$ cat config.mk
export PLATFORM = sky130hd
export DESIGN_NAME = load_sampling_gate_with_hysteresis
export DESIGN_NICKNAME = d
export VERILOG_FILES = /design/src/design/lsg_pkg.sv /design/src/design/load_sampling_gate_with_hysteresis.sv /design/src/design/lsg_serial_mul.sv /design/src/design/lsg_serial_div.sv
export VERILOG_INCLUDE_DIRS = /design/src /design/src/design
export SDC_FILE = /design/constraint.sdc
export NUM_CORES = 1
export LEC_CHECK = 0
export BUFFER_PORTS_ARGS = -buffer_cell sky130_fd_sc_hd__buf_2
export CAP_MARGIN = 0
export CORE_UTILIZATION = 33
export DETAILED_ROUTE_END_ITERATION = 8
export MAX_ROUTING_LAYER = met4
export PLACE_DENSITY_LB_ADDON = 0.08
export SETUP_SLACK_MARGIN = 0.1
export SKIP_CTS_REPAIR_TIMING = 1
export SKIP_LAST_GASP = 1
export SYNTH_ARGS = -nofsm -noshare
export SYNTH_HDL_FRONTEND = slang
export SYNTH_SLANG_ARGS = --single-unit
$ cat constraint.sdc
create_clock -name clk -period 3.85 [get_ports clk]
set_clock_uncertainty 0.1 [all_clocks]
set_input_delay 0.385 -clock clk [delete_from_list [all_inputs] [get_ports clk]]
set_output_delay 0.385 -clock clk [all_outputs]
set_load 0.01 [all_outputs]
$ cat src/design/load_sampling_gate_with_hysteresis_defines.svh
// ----------------------------------------------------------------------------
// Assertion macros for the load sampling gate
// Concurrent checks that vanish when SYNTHESIS is defined.
// ----------------------------------------------------------------------------
`ifndef LOAD_SAMPLING_GATE_WITH_HYSTERESIS_DEFINES_SVH
`define LOAD_SAMPLING_GATE_WITH_HYSTERESIS_DEFINES_SVH

`ifndef SYNTHESIS
// same-cycle implication
`define LSG_ASSERT_IMPL(label, clk, rst, ante, cons) \
  label: assert property (@(posedge clk) disable iff (rst) (ante) |-> (cons)) \
    else $error("load sampling gate: check failed");
// next-cycle implication
`define LSG_ASSERT_NEXT(label, clk, rst, ante, cons) \
  label: assert property (@(posedge clk) disable iff (rst) (ante) |=> (cons)) \
    else $error("load sampling gate: check failed");
`else
`define LSG_ASSERT_IMPL(label, clk, rst, ante, cons)
`define LSG_ASSERT_NEXT(label, clk, rst, ante, cons)
`endif

`endif

$ cat src/design/lsg_pkg.sv
// ----------------------------------------------------------------------------
// lsg_pkg
// Shared widths, register indexes and level codes of the load sampling gate.
// ----------------------------------------------------------------------------
`timescale 1ns / 1ps

package lsg_pkg;

  localparam int LOAD_W    = 16;
  localparam int CFG_IDX_W = 3;
  localparam int CFG_W     = 16;

  typedef enum logic [CFG_IDX_W-1:0] {
    REG_MONITOR_LEVEL       = 3'd0,
    REG_SAMPLE_INTERVAL     = 3'd1,
    REG_DYNAMIC_ENABLE      = 3'd2,
    REG_HIGH_LOAD_THRESHOLD = 3'd3,
    REG_RELEASE_HYSTERESIS  = 3'd4,
    REG_BASIC_THRESHOLD     = 3'd5
  } reg_index_t;

  typedef enum logic [1:0] {
    LVL_OFF    = 2'd0,
    LVL_BASIC  = 2'd1,
    LVL_SAMPLE = 2'd2,
    LVL_FULL   = 2'd3
  } level_t;

  localparam level_t           RST_LEVEL     = LVL_SAMPLE;
  localparam logic [LOAD_W-1:0] RST_INTERVAL  = 16'd10;
  localparam logic              RST_DYNAMIC   = 1'b1;
  localparam logic [LOAD_W-1:0] RST_HIGH_THR  = 16'd8000;
  localparam logic [LOAD_W-1:0] RST_HYST      = 16'd1000;
  localparam logic [LOAD_W-1:0] RST_BASIC_THR = 16'd10000;

endpackage

$ cat src/design/load_sampling_gate_with_hysteresis.sv
// ----------------------------------------------------------------------------
// load_sampling_gate_with_hysteresis
// Decides per load sample whether it goes to the full logger.
// ----------------------------------------------------------------------------
// One load sample word is taken at a time. The hysteresis flag and the
// forward decision are settled in the cycle the word is accepted; the
// running average then goes through a shift-and-add multiplier, which
// stops after the highest set bit of the average count, and a restoring
// divider (one quotient bit each cycle). With monitoring off the average
// is skipped and the word goes straight to the output. The result sits
// in an output register, so the next sample may be accepted while that
// word still waits to be taken. Writing the level clears the sample
// counter unless a word is accepted in the same cycle; an interval of
// zero is stored as one.
`timescale 1ns / 1ps
`include "load_sampling_gate_with_hysteresis_defines.svh"

module load_sampling_gate_with_hysteresis
  import lsg_pkg::*;
#(
  parameter int AVERAGE_WINDOW = 100
) (
  input  logic                 clk,
  input  logic                 rst,
  // configuration
  input  logic                 cfg_we,
  input  logic [CFG_IDX_W-1:0] cfg_index,
  input  logic [CFG_W-1:0]     cfg_data,
  // sample words in
  input  logic                 in_valid,
  output logic                 in_stall,
  input  logic [LOAD_W-1:0]    load_sample,
  // result words out
  output logic                 out_valid,
  input  logic                 out_stall,
  output logic                 forward_sample,
  output logic [LOAD_W-1:0]    forwarded_load,
  output logic                 high_load_active,
  output logic [LOAD_W-1:0]    load_average
);

  // count holds 0..window, divisor 1..window+1
  localparam int CNT_W = $clog2(AVERAGE_WINDOW + 1);
  localparam int DIV_W = $clog2(AVERAGE_WINDOW + 2);
  localparam int SUM_W = LOAD_W + DIV_W;

  typedef enum logic [1:0] {ST_IDLE, ST_MUL, ST_DIV, ST_DONE} state_t;

  state_t state;

  // configuration registers
  level_t            monitor_level;
  logic [LOAD_W-1:0] sample_interval;
  logic              dynamic_enable;
  logic [LOAD_W-1:0] high_load_threshold;
  logic [LOAD_W-1:0] release_hysteresis;
  logic [LOAD_W-1:0] basic_threshold;

  // block state
  logic              high_load_flag;
  logic [LOAD_W-1:0] sample_counter;
  logic [LOAD_W-1:0] average_value;
  logic [CNT_W-1:0]  average_count;

  // per-word result held while the average is worked out
  logic              res_fwd;
  logic [LOAD_W-1:0] res_load;

  logic              accept;
  logic              out_free;
  logic              mul_start;
  logic              mul_done;
  logic [SUM_W-1:0]  mul_product;
  logic              div_done;
  logic [LOAD_W-1:0] div_quotient;
  logic [SUM_W-1:0]  div_dividend;
  logic [DIV_W-1:0]  div_divisor;
  logic [CNT_W-1:0]  average_count_next;

  logic              release_ok;
  logic              flag_next;
  logic              fwd_next;
  logic [LOAD_W-1:0] counter_inc;
  logic [LOAD_W-1:0] sample_counter_next;

  assign in_stall  = (state != ST_IDLE);
  assign accept    = in_valid && !in_stall;
  assign out_free  = !out_valid || !out_stall;
  assign mul_start = accept && (monitor_level != LVL_OFF);

  // release test done wide so the sum cannot wrap
  assign release_ok = ({1'b0, load_sample} + {1'b0, release_hysteresis})
                      < {1'b0, high_load_threshold};
  assign counter_inc = sample_counter + LOAD_W'(1);

  always_comb begin
    flag_next           = high_load_flag;
    fwd_next            = 1'b0;
    sample_counter_next = sample_counter;
    if (monitor_level != LVL_OFF) begin
      if (dynamic_enable) begin
        flag_next = high_load_flag ? !release_ok : (load_sample > high_load_threshold);
      end
      priority if (dynamic_enable && flag_next) begin
        // high-load forward leaves the sample counter alone
        fwd_next = 1'b1;
      end else if (monitor_level == LVL_BASIC) begin
        fwd_next = (load_sample > basic_threshold);
      end else if (monitor_level == LVL_SAMPLE) begin
        if (counter_inc >= sample_interval) begin
          fwd_next            = 1'b1;
          sample_counter_next = '0;
        end else begin
          sample_counter_next = counter_inc;
        end
      end else begin
        fwd_next = 1'b1;
      end
    end
  end

  // (average * count + load) / (count + 1), count capped at the window
  assign div_dividend       = mul_product + SUM_W'(res_load);
  assign div_divisor        = DIV_W'(average_count) + DIV_W'(1);
  assign average_count_next = (average_count == CNT_W'(AVERAGE_WINDOW)) ?
                              average_count : average_count + CNT_W'(1);

  lsg_serial_mul #(
    .CNT_W(CNT_W),
    .SUM_W(SUM_W)
  ) u_mul (
    .clk         (clk),
    .rst         (rst),
    .start       (mul_start),
    .multiplicand(average_value),
    .multiplier  (average_count),
    .done        (mul_done),
    .product     (mul_product)
  );

  lsg_serial_div #(
    .DIV_W(DIV_W)
  ) u_div (
    .clk     (clk),
    .rst     (rst),
    .start   (mul_done),
    .dividend(div_dividend),
    .divisor (div_divisor),
    .done    (div_done),
    .quotient(div_quotient)
  );

  // configuration writes; unknown indexes drop out through the default arm
  always_ff @(posedge clk) begin
    if (rst) begin
      monitor_level       <= RST_LEVEL;
      sample_interval     <= RST_INTERVAL;
      dynamic_enable      <= RST_DYNAMIC;
      high_load_threshold <= RST_HIGH_THR;
      release_hysteresis  <= RST_HYST;
      basic_threshold     <= RST_BASIC_THR;
    end else if (cfg_we) begin
      unique case (cfg_index)
        REG_MONITOR_LEVEL:       monitor_level <= level_t'(cfg_data[1:0]);
        REG_SAMPLE_INTERVAL:     sample_interval <= (cfg_data == '0) ?
                                                    LOAD_W'(1) : cfg_data;
        REG_DYNAMIC_ENABLE:      dynamic_enable <= cfg_data[0];
        REG_HIGH_LOAD_THRESHOLD: high_load_threshold <= cfg_data;
        REG_RELEASE_HYSTERESIS:  release_hysteresis <= cfg_data;
        REG_BASIC_THRESHOLD:     basic_threshold <= cfg_data;
        default: ;
      endcase
    end
  end

  // sequencer, block state and output register
  always_ff @(posedge clk) begin
    if (rst) begin
      state          <= ST_IDLE;
      out_valid      <= 1'b0;
      high_load_flag <= 1'b0;
      sample_counter <= '0;
      average_value  <= '0;
      average_count  <= '0;
    end else begin
      // drop a word once it has been taken, unless the next one replaces it
      if (out_valid && !out_stall && (state != ST_DONE)) begin
        out_valid <= 1'b0;
      end
      // a level write restarts the sampling count, unless a word is accepted
      if (cfg_we && (cfg_index == REG_MONITOR_LEVEL) && !accept) begin
        sample_counter <= '0;
      end
      unique case (state)
        ST_IDLE: begin
          if (accept) begin
            high_load_flag <= flag_next;
            sample_counter <= sample_counter_next;
            res_fwd        <= fwd_next;
            res_load       <= load_sample;
            state          <= (monitor_level == LVL_OFF) ? ST_DONE : ST_MUL;
          end
        end
        ST_MUL: begin
          if (mul_done) begin
            state <= ST_DIV;
          end
        end
        ST_DIV: begin
          if (div_done) begin
            average_value <= div_quotient;
            average_count <= average_count_next;
            state         <= ST_DONE;
          end
        end
        ST_DONE: begin
          // hand the word over as soon as the output register is free
          if (out_free) begin
            out_valid        <= 1'b1;
            forward_sample   <= res_fwd;
            forwarded_load   <= res_fwd ? res_load : '0;
            high_load_active <= high_load_flag;
            load_average     <= average_value;
            state            <= ST_IDLE;
          end
        end
        default: state <= ST_IDLE;
      endcase
    end
  end

  `LSG_ASSERT_NEXT(a_busy_after_accept, clk, rst, accept, in_stall)
  `LSG_ASSERT_IMPL(a_dropped_is_zero, clk, rst, out_valid && !forward_sample, forwarded_load == '0)
  `LSG_ASSERT_IMPL(a_count_capped, clk, rst, 1'b1, average_count <= CNT_W'(AVERAGE_WINDOW))
  `LSG_ASSERT_IMPL(a_div_done_in_div, clk, rst, div_done, state == ST_DIV)

endmodule

$ cat src/design/lsg_serial_mul.sv
// ----------------------------------------------------------------------------
// lsg_serial_mul
// Shift-and-add multiplier: one multiplier bit per cycle, stops early.
// ----------------------------------------------------------------------------
`timescale 1ns / 1ps

module lsg_serial_mul
  import lsg_pkg::*;
#(
  parameter int CNT_W = 7,
  parameter int SUM_W = 23
) (
  input  logic              clk,
  input  logic              rst,
  input  logic              start,
  input  logic [LOAD_W-1:0] multiplicand,
  input  logic [CNT_W-1:0]  multiplier,
  output logic              done,
  output logic [SUM_W-1:0]  product
);

  logic             busy;
  logic [SUM_W-1:0] mcand;
  logic [CNT_W-1:0] mplier;
  logic [SUM_W-1:0] acc;

  assign done    = busy && (mplier == '0);
  assign product = acc;

  always_ff @(posedge clk) begin
    if (rst) begin
      busy <= 1'b0;
    end else if (start) begin
      busy   <= 1'b1;
      mcand  <= SUM_W'(multiplicand);
      mplier <= multiplier;
      acc    <= '0;
    end else if (busy) begin
      if (mplier != '0) begin
        if (mplier[0]) begin
          acc <= acc + mcand;
        end
        mcand  <= {mcand[SUM_W-2:0], 1'b0};
        mplier <= {1'b0, mplier[CNT_W-1:1]};
      end else begin
        busy <= 1'b0;
      end
    end
  end

endmodule

$ cat src/design/lsg_serial_div.sv
// ----------------------------------------------------------------------------
// lsg_serial_div
// Restoring divider: one quotient bit per cycle, 16-bit quotient.
// ----------------------------------------------------------------------------
`timescale 1ns / 1ps

module lsg_serial_div
  import lsg_pkg::*;
#(
  parameter int DIV_W = 7
) (
  input  logic                    clk,
  input  logic                    rst,
  input  logic                    start,
  input  logic [LOAD_W+DIV_W-1:0] dividend,
  input  logic [DIV_W-1:0]        divisor,
  output logic                    done,
  output logic [LOAD_W-1:0]       quotient
);

  localparam int STEP_W = $clog2(LOAD_W + 1);

  logic              busy;
  logic [STEP_W-1:0] steps;
  logic [DIV_W-1:0]  rem;
  logic [DIV_W-1:0]  dvsr;
  logic [LOAD_W-1:0] shreg;
  logic [DIV_W:0]    rem_sh;
  logic [DIV_W:0]    diff;
  logic              fits;

  // the upper bits of the dividend are already below the divisor
  assign rem_sh = {rem, shreg[LOAD_W-1]};
  assign diff   = rem_sh - {1'b0, dvsr};
  assign fits   = ~diff[DIV_W];

  assign done     = busy && (steps == '0);
  assign quotient = shreg;

  always_ff @(posedge clk) begin
    if (rst) begin
      busy  <= 1'b0;
      steps <= '0;
    end else if (start) begin
      busy  <= 1'b1;
      steps <= STEP_W'(LOAD_W);
      rem   <= dividend[LOAD_W+DIV_W-1:LOAD_W];
      shreg <= dividend[LOAD_W-1:0];
      dvsr  <= divisor;
    end else if (busy) begin
      if (steps != '0) begin
        rem   <= fits ? diff[DIV_W-1:0] : rem_sh[DIV_W-1:0];
        shreg <= {shreg[LOAD_W-2:0], fits};
        steps <= steps - STEP_W'(1);
      end else begin
        busy <= 1'b0;
      end
    end
  end

endmodule

After elaboration in Yosys (flattened, before gate mapping)

Cells that the tools add are included.

$lt $le $gt $ge: 4
Add/sub/neg operators: 7
Reductions and logical operators: 50
Mux-type cells: 50
Bitwise logic cells: 3
Equality and inequality tests: 20
Multipliers: 0
Shifts and indexed selects: 0
Div/mod/pow operators: 0

Operator list:

| operator              | number |
|---|---|
| $mux 16               | 13 |
| $mux 23               | 5 |
| $mux 7                | 7 |
| $gt 16x16->1          | 2 |
| $add 23x16->23        | 1 |
| $add 23x23->23        | 1 |
| $reduce_and 2->1      | 10 |
| $reduce_and 3->1      | 6 |
| $add 16x16->17        | 1 |
| $lt 17x16->1          | 1 |
| $add 16x1->16 const B | 1 |
| $ge 16x16->1          | 1 |
| $logic_not 16->1      | 1 |
| $mux 1                | 16 |
| $mux 5                | 3 |
| $reduce_bool 2->1     | 7 |
| $ne 3x3->1 const B    | 4 |
| $reduce_and 4->1      | 3 |
| $mux 2                | 5 |
| $ne 2x2->1 const B    | 5 |
| $logic_and 1x1->1     | 9 |
| $pmux 2 s4            | 1 |
| $sub 8x7->8           | 1 |
| $add 7x1->7 const B   | 1 |
| other kinds (17)      | 29 |

Latch bits: 0
Memory bits (writable): 0
Register bits after elaboration: 251
Output and inout port bits: 36
Memories kept: 0
Bits in read-only memories: 0
Bits of input ports: 40

Depth between registers and ports, before layout

Gate-level depths: netlist of the first run.

Depth in word-level cells: 11
Depth in mapped cells: 20

By module

From an unflattened synthesis of the first run, not the netlist that was laid out.

Cells, all modules: 1489
Area, all modules: 14528.9 µm²

Modules (own cells, without submodules):

| module                             | instances | seq. area each (µm²) | cells each | area an instance (µm²) |
|---|---|---|---|---|
| load_sampling_gate_with_hysteresis | 1         | 3733.6               | 1042       | 9357.7 |
| lsg_serial_mul                     | 1         | 1611.5               | 288        | 3221.8 |
| lsg_serial_div                     | 1         | 1021.0               | 159        | 1949.4 |

Least setup slack after synthesis of the first run

No wires, ideal clock.

Path type: input to register
From: input port load_sample[1]
To: register sample_counter[13]
Setup time: 0.128 ns
Stages: 20
Data arrival time: 3.941 ns
Path buffers: 1
Setup slack: -0.319 ns
Cells stage by stage: ha_1 -> a21o_1 -> a21oi_1 -> o21ai_0 -> a211o_1 -> a31oi_1 -> a21oi_1 -> a21o_1 -> a21oi_1 -> xnor2_1 -> ha_1 -> a21oi_1 -> nor2b_1 -> o21ai_0 -> o2111ai_1 -> a311o_1 -> and2_4 -> o31ai_4 -> buf_6 -> a31oi_1

Word-level cells in the longest chain between the ends: 9

RTL lines:

| item                           | RTL line                                  | RTL |
|---|---|---|
| start, declared                | load_sampling_gate_with_hysteresis.sv:32  | `input logic [LOAD_W-1:0] load_sample,` |
| $add 16x16->17                 | load_sampling_gate_with_hysteresis.sv:92  | `assign release_ok = ({1'b0, load_sample} + {1'b0, release_hysteresis})` |
| $lt 17x16->1                   | load_sampling_gate_with_hysteresis.sv:93  | `< {1'b0, high_load_threshold};` |
| $logic_not 1->1                | load_sampling_gate_with_hysteresis.sv:102 | `flag_next = high_load_flag ? !release_ok : (load_sample > high_load_threshold);` |
| $mux 1 (*)                     | load_sampling_gate_with_hysteresis.sv:102 |  |
| $mux 1 (*)                     | load_sampling_gate_with_hysteresis.sv:101 | `if (dynamic_enable) begin` |
| $mux 1 (*)                     | load_sampling_gate_with_hysteresis.sv:100 | `if (monitor_level != LVL_OFF) begin` |
| $logic_and 1x1->1 (*)          | load_sampling_gate_with_hysteresis.sv:104 | `priority if (dynamic_enable && flag_next) begin` |
| $ne 3x3->1 (no line) (*)       | --                                        |  |
| $reduce_and 4->1 (no line) (*) | --                                        |  |
| end signal, assigned           | load_sampling_gate_with_hysteresis.sv:198 | `sample_counter <= sample_counter_next;` |
| end, declared                  | load_sampling_gate_with_hysteresis.sv:61  | `logic [LOAD_W-1:0] sample_counter;` |

Mark *: on every way between the ends. The rest lies on a longest branch, timed or not. The select of a mux whose other input is x is not followed.
A chain may end at the register's enable or synchronous reset.

Worst setup path in the final report of the first run

From: register release_hysteresis[1]
To: register sample_counter[7]

Word-level cells in the longest chain between the ends: 9

RTL lines:

| item                       | RTL line                                  | RTL |
|---|---|---|
| start, declared            | load_sampling_gate_with_hysteresis.sv:56  | `logic [LOAD_W-1:0] release_hysteresis;` |
| start signal, assigned     | load_sampling_gate_with_hysteresis.sv:169 | `REG_RELEASE_HYSTERESIS: release_hysteresis <= cfg_data;` |
| $add 16x16->17             | load_sampling_gate_with_hysteresis.sv:92  |  |
| $lt 17x16->1               | load_sampling_gate_with_hysteresis.sv:93  |  |
| $logic_not 1->1            | load_sampling_gate_with_hysteresis.sv:102 |  |
| $mux 1                     | load_sampling_gate_with_hysteresis.sv:102 |  |
| $mux 1                     | load_sampling_gate_with_hysteresis.sv:101 |  |
| $mux 1                     | load_sampling_gate_with_hysteresis.sv:100 |  |
| $logic_and 1x1->1          | load_sampling_gate_with_hysteresis.sv:104 |  |
| $ne 3x3->1 (no line)       | --                                        |  |
| $reduce_and 4->1 (no line) | --                                        |  |

No other way between the ends. The select of a mux whose other input is x is not followed.

==> reports/metrics.cfg, run 1 <==
[final_layout]
syn_to_final_growth_pct = 17.6
drive_gt1_frac = 0.136
n_antenna_cell = 0
finalInstanceArea_um2 = 16400
nFillCells = 4146
nets = 1792
layout.cells.non_filler = 2172

[die]
io_pins = 76
dieArea_um2 = 43000
die_h_um = 207
initial_core_util = 0.338
core_um2 = 41200
fp.dieW_um = 207
num_rows = 74

[synth]
synth.most_common_cell = nand2_1
synth.distinct_cells = 59
yosysWarnings = 0
synth_nets = 1662
synth_seq_cells = 251
ys.flop_type = edfxtp_1
synth.area.top_cells = edfxtp_1 29%, dfxtp_1 17%, ha_1 12%, nand2_1 7.5%, a21oi_1 5.2%
synth.top_cell.area_share = 0.289
synth_top_cells_by_count = 278 x nand2_1, 145 x a21oi_1, 134 x edfxtp_1, 133 x ha_1, 117 x dfxtp_1
ys_seq_area_frac = 0.457
synth_edf_count = 134
synth.avg_cell_area_um2 = 9.38
yosysTopAreaCell = edfxtp_1
netlist_area_um2 = 13900
synthCells = 1485
async_flop_share = 0

[drt]
drt_iter0_drc = 438
via_count = 10700
drc = 0
dr.pass1.iters = 5
post_drt_wl_per_cell_um = 17.2
vias_per_cell = 4.95
wl_mm = 37.3
drtAntennaViolNets = 0

[clock_network]
clk_pin_slew_ns = 0.06
htree_levels = 1
cts_made_buffers = 31
cts_tree = done
cts_sinks = 251
worstSkewPairLatency_ns = 0.58
root_buffer = clkbuf_16
ctsLongestPathBuffers = 3

[worst_setup_path]
worstSetupPathType = flip-flop to flip-flop
worstPathRequired_ns = 4.21
critPathArrivalTime_ns = 4.50
cp_max_fo = 4
crit_path_start_kind = flip-flop
cp-end-kind = flip-flop

[global_routing]
antenna_found_initial = 0
grt_use_met1 = 0.229
grt_pass1_wl_mm = 59.0
use_met2 = 0.302
grt-busiest-layer = met2
grt_use_total = 0.180
use_met3 = 0.0228
grt_pass1_vias = 10600
overflow = 0
grt_start_max_net_pins = 42

[timing]
max_slew_margin = 0.431
finalHoldViolCount = 0
layout_worst_path_cycle_share = 1.08
finalSetupViolCount = 16
worstMarginPinSlew_ns = 0.842
fmax_ghz = 0.241
min_period_ns = 4.14
grt_setup_unrepaired = true
worst_slack_ns = -0.291
slew_viol_final = 0

[placed_design]
dp.cells = 2103
place_area_um2 = 15300
io_buffers = 75
gp_congestion = 0.853
post-place-ws_ns = -0.525
place_hpwl_mm = 27.1

[min_path]
worstHoldPathType = primary input to flip-flop

[job]
maxCapViolCount = 0

[status]
violations = negative setup slack
status = finished, violations left

[pwr]
irDropWorstVdd_mv = 0.369
power_leakage_nw = 6.80
powerDensity_nw_per_um2 = 491

## per-layer routing
layer | part of all wire | wire length, µm
met1 | 0.47 | 17400
met5 | 0 | 0
met4 | 0.019 | 723
met2 | 0.48 | 17900
met3 | 0.032 | 1210
## layout make-up
class                           instances  area, µm²  share of cell area
Sequential cell                       251       6370               0.389
Timing Repair Buffer                  146        943              0.0576
Clock inverter                         10       81.3             0.00496
Tap cell                              532        666              0.0406
Clock buffer                           48        860              0.0525
Multi-Input combinational cell       1094       7120               0.435
Inverter                               91        342              0.0208
## metrics by stage
step	hold WS (ns)	power [mW]	TNS, ns	utilization
after global routing	0.0152	8.53	-9.15	0.398
after detailed placement	0.341	5.34	-8.27	0.372
final	0.0151	8.05	-4.42	0.398
after global placement	0.337	5.33	-7.92	0.372
after CTS	-0.0448	8.15	-5.75	0.394
after floorplan	0.322	4.73	-0.0685	-
## worst max-delay path, cell delays in order, from the launching register on
cell and delay (ns):
dfxtp_2 0.33, ha_4 0.22, a21o_1 0.16, a21oi_2 0.17, o21ai_2 0.09, a211o_1 0.35, a31oi_4 0.17, a21oi_2 0.10
a21o_1 0.18, a21oi_2 0.12, xnor2_1 0.12, ha_1 0.27, a21oi_2 0.14, nor2b_1 0.06, o21ai_1 0.13, o2111ai_1 0.10
a311o_2 0.48, and2_4 0.20, o31ai_4 0.25, buf_4 0.19, a31oi_1 0.07
## flip-flops by register name, summed over array words and instances, names as in the netlist, 2 cells and up
name                 flops
u_mul.mcand             23
u_mul.product           23
average_value           16
basic_threshold         16
forwarded_load          16
high_load_threshold     16
load_average            16
release_hysteresis      16
res_load                16
sample_counter          16
sample_interval         16
u_div.quotient          16
average_count            7
u_div.dvsr               7
u_div.rem                7
u_mul.mplier             7
u_div.steps              5
monitor_level            2
state                    2
## cells in the final DEF, fill, tap and decap left out, types with 25 or more instances in the layout
cell type | netlist | layout
edfxtp_1 | 134 | 134
nand2_1 | 278 | 278
and2_1 | 31 | 31
xor2_1 | 36 | 36
nand2b_1 | 25 | 25
o21ai_0 | 58 | 56
nor2_1 | 72 | 70
ha_1 | 133 | 130
inv_1 | 91 | 91
dfxtp_1 | 117 | 115
xnor2_1 | 41 | 41
buf_4 | 0 | 64
a21oi_1 | 145 | 139
clkbuf_16 | 0 | 31
a21o_1 | 30 | 30
buf_2 | 0 | 74
## path summary, 6_finish.rpt
path	from	to	slack, ns	depth (start not counted)
worst max-delay path	release_hysteresis[1]	sample_counter[7]	-0.29	20
worst max register to register	release_hysteresis[1]	sample_counter[7]	-0.29	20
worst min register to register	average_value[10]	load_average[10]	0.35	0
worst min-delay path	out_stall	out_valid	0.02	3
## power by group
part | switching [mW] | internal [mW]
Sequential | 0.154 | 3.14
Clock | 1.17 | 1.59
Combinational | 1.18 | 0.823
## cells by family after synthesis
group,share of synthesized area
and+or+nand+nor,0.181
DFF,0.457
buffers and inverters,0.0388
adders and majority gates,0.125
muxes,0.00593
xor gates and xnor gates,0.0484
AOI/OAI and AO/OA,0.144
Note: power is estimated with default switching activity, not from simulation.
==> run 2: changes to the inputs <==
ABC_AREA = 1   (was default)
==> run 2 against run 1 <==
  * The flow finishes with violations (negative hold slack)
  * Clock power grew 2%
  * Power grew 9.3%
  * Synthesized area up 3.1%
  * First-iteration DRC count increased by 28%
  * Fmax is 20% higher
  * Via count is 7.7% higher
  * Die area is 3.1% higher
  * Utilization shrank 1.2 points
  * Count of clock-buffer cells in the layout shrank 4
  * Register-to-register slack improved by 0.69 ns
  * Critical path type unchanged
  * Critical endpoint is now sample_counter[1]
  * Largest cell class unchanged
==> reports/metrics.cfg, run 2 <==
[synth]
netlist_area_um2 = 14400
ys.flop_type = edfxtp_1
synth-simple-area-share = 0.145
yosysTopAreaCell = edfxtp_1
synth.most_common_cell = nand2_1
synth.area.top_cells = edfxtp_1 28%, dfxtp_1 16%, ha_1 12%, a21oi_1 7.1%, nand2_1 7.0%
synthCells = 1689
synth-xor-area-share = 0.0293
synth_compound_area_frac = 0.180
synth_edf_count = 134
synth.avg_cell_area_um2 = 8.50
synth_nets = 1866
ys_seq_area_frac = 0.443
synth_top_cells_by_count = 269 x nand2_1, 243 x inv_1, 205 x a21oi_1, 151 x o21ai_0, 134 x edfxtp_1
synth.area.mux_share = 0
synthAdderAreaFrac = 0.121
synth_seq_cells = 251
synth.top_cell.area_share = 0.280
yosysWarnings = 0
async_flop_share = 0
synth.distinct_cells = 54
synth_top_family_by_area = compound AO/OA/AOI/OAI gates

[pwr]
power.internal_mw = 5.73
powerDensity_nw_per_um2 = 531
clkPwrFrac = 0.321
comb_power_share = 0.294
irDropWorstVdd_mv = 0.330
report.power.total_mw = 8.80
power_leakage_nw = 7.15
switching_share = 0.348
p_sw_mw = 3.06
p_seq_frac = 0.385

[job]
maxCapViolCount = 0

[clock_network]
cts_made_buffers = 30
cts_sinks = 251
cts_tree = done
worstSkewPairLatency_ns = 0.59
htree_levels = 1
root_buffer = clkbuf_16
ctsLongestPathBuffers = 3
clk_pin_slew_ns = 0.06

[drt]
drc = 0
post_drt_wl_per_cell_um = 16.8
drtAntennaViolNets = 0
vias_per_cell = 4.84
drt_iter0_drc = 560
dr.pass1.iters = 5
via_count = 11600
wl_mm = 40.1

[timing]
finalHoldViolCount = 2
grt_setup_unrepaired = true
max_slew_margin = 0.354
min_period_ns = 3.45
whs_ns = -0.0402
fmax_ghz = 0.289
worstMarginPinSlew_ns = 0.969
finalSetupViolCount = 0
slew_viol_final = 0
layout_worst_path_cycle_share = 0.897

[final_layout]
drive_gt1_frac = 0.104
mostFrequentLayoutCell = nand2_1
n_antenna_cell = 0
nFillCells = 4517
layout.cells.non_filler = 2390
final_cell_mix = 269 x nand2_1, 242 x inv_1, 203 x a21oi_1
syn_to_final_growth_pct = 15.3
nets = 1958

[worst_setup_path]
worstReg2RegStart = release_hysteresis[0]
r2r_cells = 23
worstPathRequired_ns = 4.26
cp-end-kind = flip-flop
crit_path_start_kind = flip-flop
reg2reg_slack_ns = 0.40
worstSetupPathType = flip-flop to flip-flop
critPathArrivalTime_ns = 3.87
cp-endpoint = sample_counter[1]
cp_max_fo = 19
rr_endpoint = sample_counter[1]
cp-startpoint = release_hysteresis[0]

[placed_design]
io_buffers = 75
dp.cells = 2322
gp_congestion = 0.866
place_hpwl_mm = 30.2

[global_routing]
antenna_found_initial = 0
overflow = 0
grt_pass1_vias = 11200
grt_start_max_net_pins = 63
grt_use_total = 0.187
grt_pass1_wl_mm = 62.6

[die]
core_um2 = 43000
num_rows = 76
dieArea_um2 = 44400
fp.dieW_um = 211
initial_core_util = 0.334
die_h_um = 211
io_pins = 76

[status]
status = finished, violations left
violations = negative hold slack

[min_path]
whs_path_depth = 3
worstHoldPathType = primary input to flip-flop

run 2: cell count changes after synthesis, moves of 25 or more:
cell	previous run	this run
and2_1	31	1
nor2_1	72	110
xnor2_1	41	14
nand3_1	23	52
inv_1	91	243
o21ai_0	58	151
nand2b_1	25	0
a21oi_1	145	205
run 2: worst min-delay path by stage:
stage | to | startpoint
global route | res_load[9] | load_sample[9]
finish | high_load_threshold[11] | cfg_data[11]
global placement | load_average[13] | average_value[13]
detailed placement | load_average[1] | average_value[1]
floorplan | high_load_active | high_load_flag
CTS | res_load[0] | load_sample[0]
run 2: critical path, cell delays in order (launching register included):
cell      delay [ns]
dfxtp_1         0.31
ha_1            0.19
inv_1           0.07
fa_1            0.21
nor2_2          0.06
a211oi_2        0.30
o211ai_2        0.14
a21boi_2        0.19
o21ai_2         0.08
xor2_1          0.15
ha_1            0.30
inv_1           0.06
o31a_1          0.27
nand2_1         0.07
nand2_1         0.05
nand2_1         0.05
nand2_1         0.06
nand3_2         0.08
nand3_2         0.15
nand2_8         0.19
nand2_8         0.10
nand2_1         0.09
nand2_1         0.05
nor2_1          0.08
run 2: through the flow:
stage	setup slack, ns	utilization	instance area (µm²)	setup TNS (ns)	hold WS, ns
2_1_floorplan	0.484	-	14400	0	0.308
3_3_place_gp	0.0694	0.359	15400	0	0.317
3_5_place_dp	-0.00330	0.359	15400	-0.00843	0.316
4_1_cts	0.218	0.382	16400	0	-0.0802
5_1_grt	0.0855	0.385	16600	0	0.00502
6_report	0.395	0.385	16600	0	-0.0402
run 2: area by class of cell:
| type | instances | area (µm²) | share of cell area |
|---|---|---|---|
| Multi-Input combinational cell | 1141 | 6900 | 0.417 |
| Sequential cell | 251 | 6370 | 0.384 |
| Inverter | 248 | 931 | 0.0562 |
| Clock buffer | 44 | 843 | 0.0509 |
| Tap cell | 585 | 732 | 0.0442 |
| Timing Repair Buffer | 109 | 658 | 0.0397 |
| Clock inverter | 12 | 129 | 0.00778 |
run 2: power by group through the flow:
stage          registers [mW]  clock network (mW)  logic, mW
2_1_floorplan            3.36                   0       1.90
3_3_place_gp             3.45                   0       2.55
3_5_place_dp             3.45                   0       2.57
4_1_cts                  3.39                2.90       2.59
5_1_grt                  3.42                2.99       2.96
6_report                 3.39                2.82       2.58
run 2: per-layer routing:
metal  vias to the layer above  part of all wire  GRT usage
li1                       5959                 -          -
met1                      5437              0.46      0.234
met2                       138              0.49      0.323
met3                        40             0.024     0.0200
met4                         0             0.021     0.0407
met5                         -                 0          -
run 2: cells by family after synthesis:
| kind of cell | after synthesis |
|---|---|
| XOR/XNOR | 48 |
| adder cells (fa/ha/maj) | 137 |
| flip-flops | 251 |
| buffers and inverters | 297 |
| AND/OR/NAND/NOR | 492 |
| AO/OA/AOI/OAI | 464 |
==> run 3: changes to the inputs <==
REMOVE_ABC_BUFFERS = 1   (was default)
==> run 3 against run 2 <==
  * The run now ends clean
  * Register-to-register slack is essentially flat
  * Cell count grew 0.33%
  * Utilization grew 0.17 points
  * Power grew 0.71%
  * Non-clock buffer count grew 6
  * Flip-flop and latch count is the same
  * Largest power group unchanged
==> reports/metrics.cfg, run 3 (synthesis results as in run 2) <==
[job]
maxCapViolCount = 0

[pwr]
comb_power_share = 0.295
p_sw_mw = 3.09
power_leakage_nw = 7.20
power.internal_mw = 5.77
irDropWorstVdd_mv = 0.313
p_seq_frac = 0.383
clkPwrFrac = 0.322
powerDensity_nw_per_um2 = 533
switching_share = 0.349

[timing]
max_slew_margin = 0.203
fmax_ghz = 0.289
worst_slack_ns = 0.391
min_period_ns = 3.46
worstMarginPinSlew_ns = 1.19
slew_viol_final = 0
layout_worst_path_cycle_share = 0.898
grt_setup_unrepaired = false
finalSetupViolCount = 0
finalHoldViolCount = 0

[final_layout]
drive_gt1_frac = 0.103
post-route-util = 0.387
syn_to_final_growth_pct = 15.8
mostFrequentLayoutCell = nand2_1
n_antenna_cell = 0
final_cell_mix = 269 x nand2_1, 242 x inv_1, 203 x a21oi_1
nets = 1965

[worst_setup_path]
cp_max_fo = 18
worstPathRequired_ns = 4.22
critPathArrivalTime_ns = 3.83
reg2reg_slack_ns = 0.39
worstSetupPathType = flip-flop to flip-flop
r2r_cells = 23
worstReg2RegStart = release_hysteresis[0]
rr_endpoint = sample_counter[4]
cp-end-kind = flip-flop
crit_path_start_kind = flip-flop

[global_routing]
grt_use_total = 0.188
overflow = 0
grt_pass1_wl_mm = 63.0
grt_start_max_net_pins = 74
grt_pass1_vias = 11500
antenna_found_initial = 0

[drt]
wl_mm = 39.9
vias_per_cell = 4.85
drc = 0
dr.pass1.iters = 4
drtAntennaViolNets = 0
drt_iter0_drc = 583
via_count = 11600
post_drt_wl_per_cell_um = 16.7

[clock_network]
ctsLongestPathBuffers = 3
clk_pin_slew_ns = 0.06
htree_levels = 1
worstSkewPairLatency_ns = 0.59
root_buffer = clkbuf_16
cts_sinks = 251
cts_tree = done
cts_made_buffers = 31

[die]
dieArea_um2 = 44400
core_um2 = 43000
initial_core_util = 0.334
io_pins = 76
die_h_um = 211
num_rows = 76
fp.dieW_um = 211

[status]
status = complete, no violations

[placed_design]
io_buffers = 75
gp_congestion = 0.846
post-place-ws_ns = 0.0780
place_hpwl_mm = 29.7

[min_path]
whs_path_depth = 3
worstHoldStart = cfg_data[4]
min_to = basic_threshold[4]
worstHoldPathType = primary input to flip-flop

run 3: changes by cell type in the layout (fill, tap and decap cells not counted), moves of 3 or more:
cell,before,now
clkinv_1,2,9
clkbuf_1,10,5
clkbuf_8,4,0
dlygate4sd3_1,11,15
clkinv_2,5,8
run 3: final cells by class:
| type | count | area, µm² |
|---|---|---|
| Clock buffer | 36 | 795 |
| Clock inverter | 22 | 190 |
| Fill cell | 4477 | 26400 |
| Inverter | 248 | 931 |
| Multi-Input combinational cell | 1141 | 6880 |
| Sequential cell | 251 | 6370 |
| Tap cell | 585 | 732 |
| Timing Repair Buffer | 115 | 738 |
run 3: worst max-delay path by stage:
stage / startpoint / endpoint / slack (ns) / cells after the start
2_1_floorplan: state[0] / u_mul.product[0] / -1.25 / 7
3_3_place_gp: load_sample[0] / sample_counter[15] / 0.14 / 24
3_5_place_dp: load_sample[0] / sample_counter[2] / 0.08 / 24
4_1_cts: release_hysteresis[0] / sample_counter[4] / 0.29 / 23
5_1_grt: sample_counter[0] / sample_counter[0] / 0.11 / 20
6_report: release_hysteresis[0] / sample_counter[4] / 0.39 / 23
run 3: power groups by stage:
stage	clock (mW)	combinational, mW	sequential (mW)
after global placement	0	2.59	3.44
after global routing	3.04	2.99	3.42
final	2.86	2.61	3.39
after floorplan	0	1.84	3.36
after CTS	2.96	2.62	3.39
after detailed placement	0	2.61	3.44
run 3: through the flow:
stage	hold WS (ns)	setup TNS, ns	instance area [µm²]	total power [mW]	cells
after CTS	-0.0882	0	16500	8.96	2382
after detailed placement	0.316	0	15500	6.05	2324
final	0.00743	0	16600	8.86	2398
after global placement	0.318	0	15500	6.03	2324
after floorplan	0.308	-44.96	14100	5.20	1640
after global routing	0.000269	0	16600	9.45	2398
run 3: critical path, stage by stage (launching register included):
cell and delay [ns]:
dfxtp_1 0.33, ha_1 0.17, inv_1 0.06, fa_2 0.37
nor2_4 0.14, a211oi_4 0.05, o211ai_2 0.21, a21boi_1 0.12
o21ai_1 0.20, xor2_1 0.10, ha_1 0.30, inv_1 0.05
o31a_1 0.26, nand2_1 0.07, nand2_1 0.05, nand2_1 0.05
nand2_1 0.06, nand3_2 0.07, nand3_2 0.11, nand2_4 0.12
buf_12 0.15, nand3_1 0.07, nand2_1 0.08, nor2_1 0.04
run 3: per-layer routing:
layer	track usage	share of wire	vias to the layer above
met5	-	0	-
met4	0.0487	0.024	0
li1	-	-	5971
met3	0.0221	0.033	59
met2	0.314	0.47	176
met1	0.241	0.47	5433
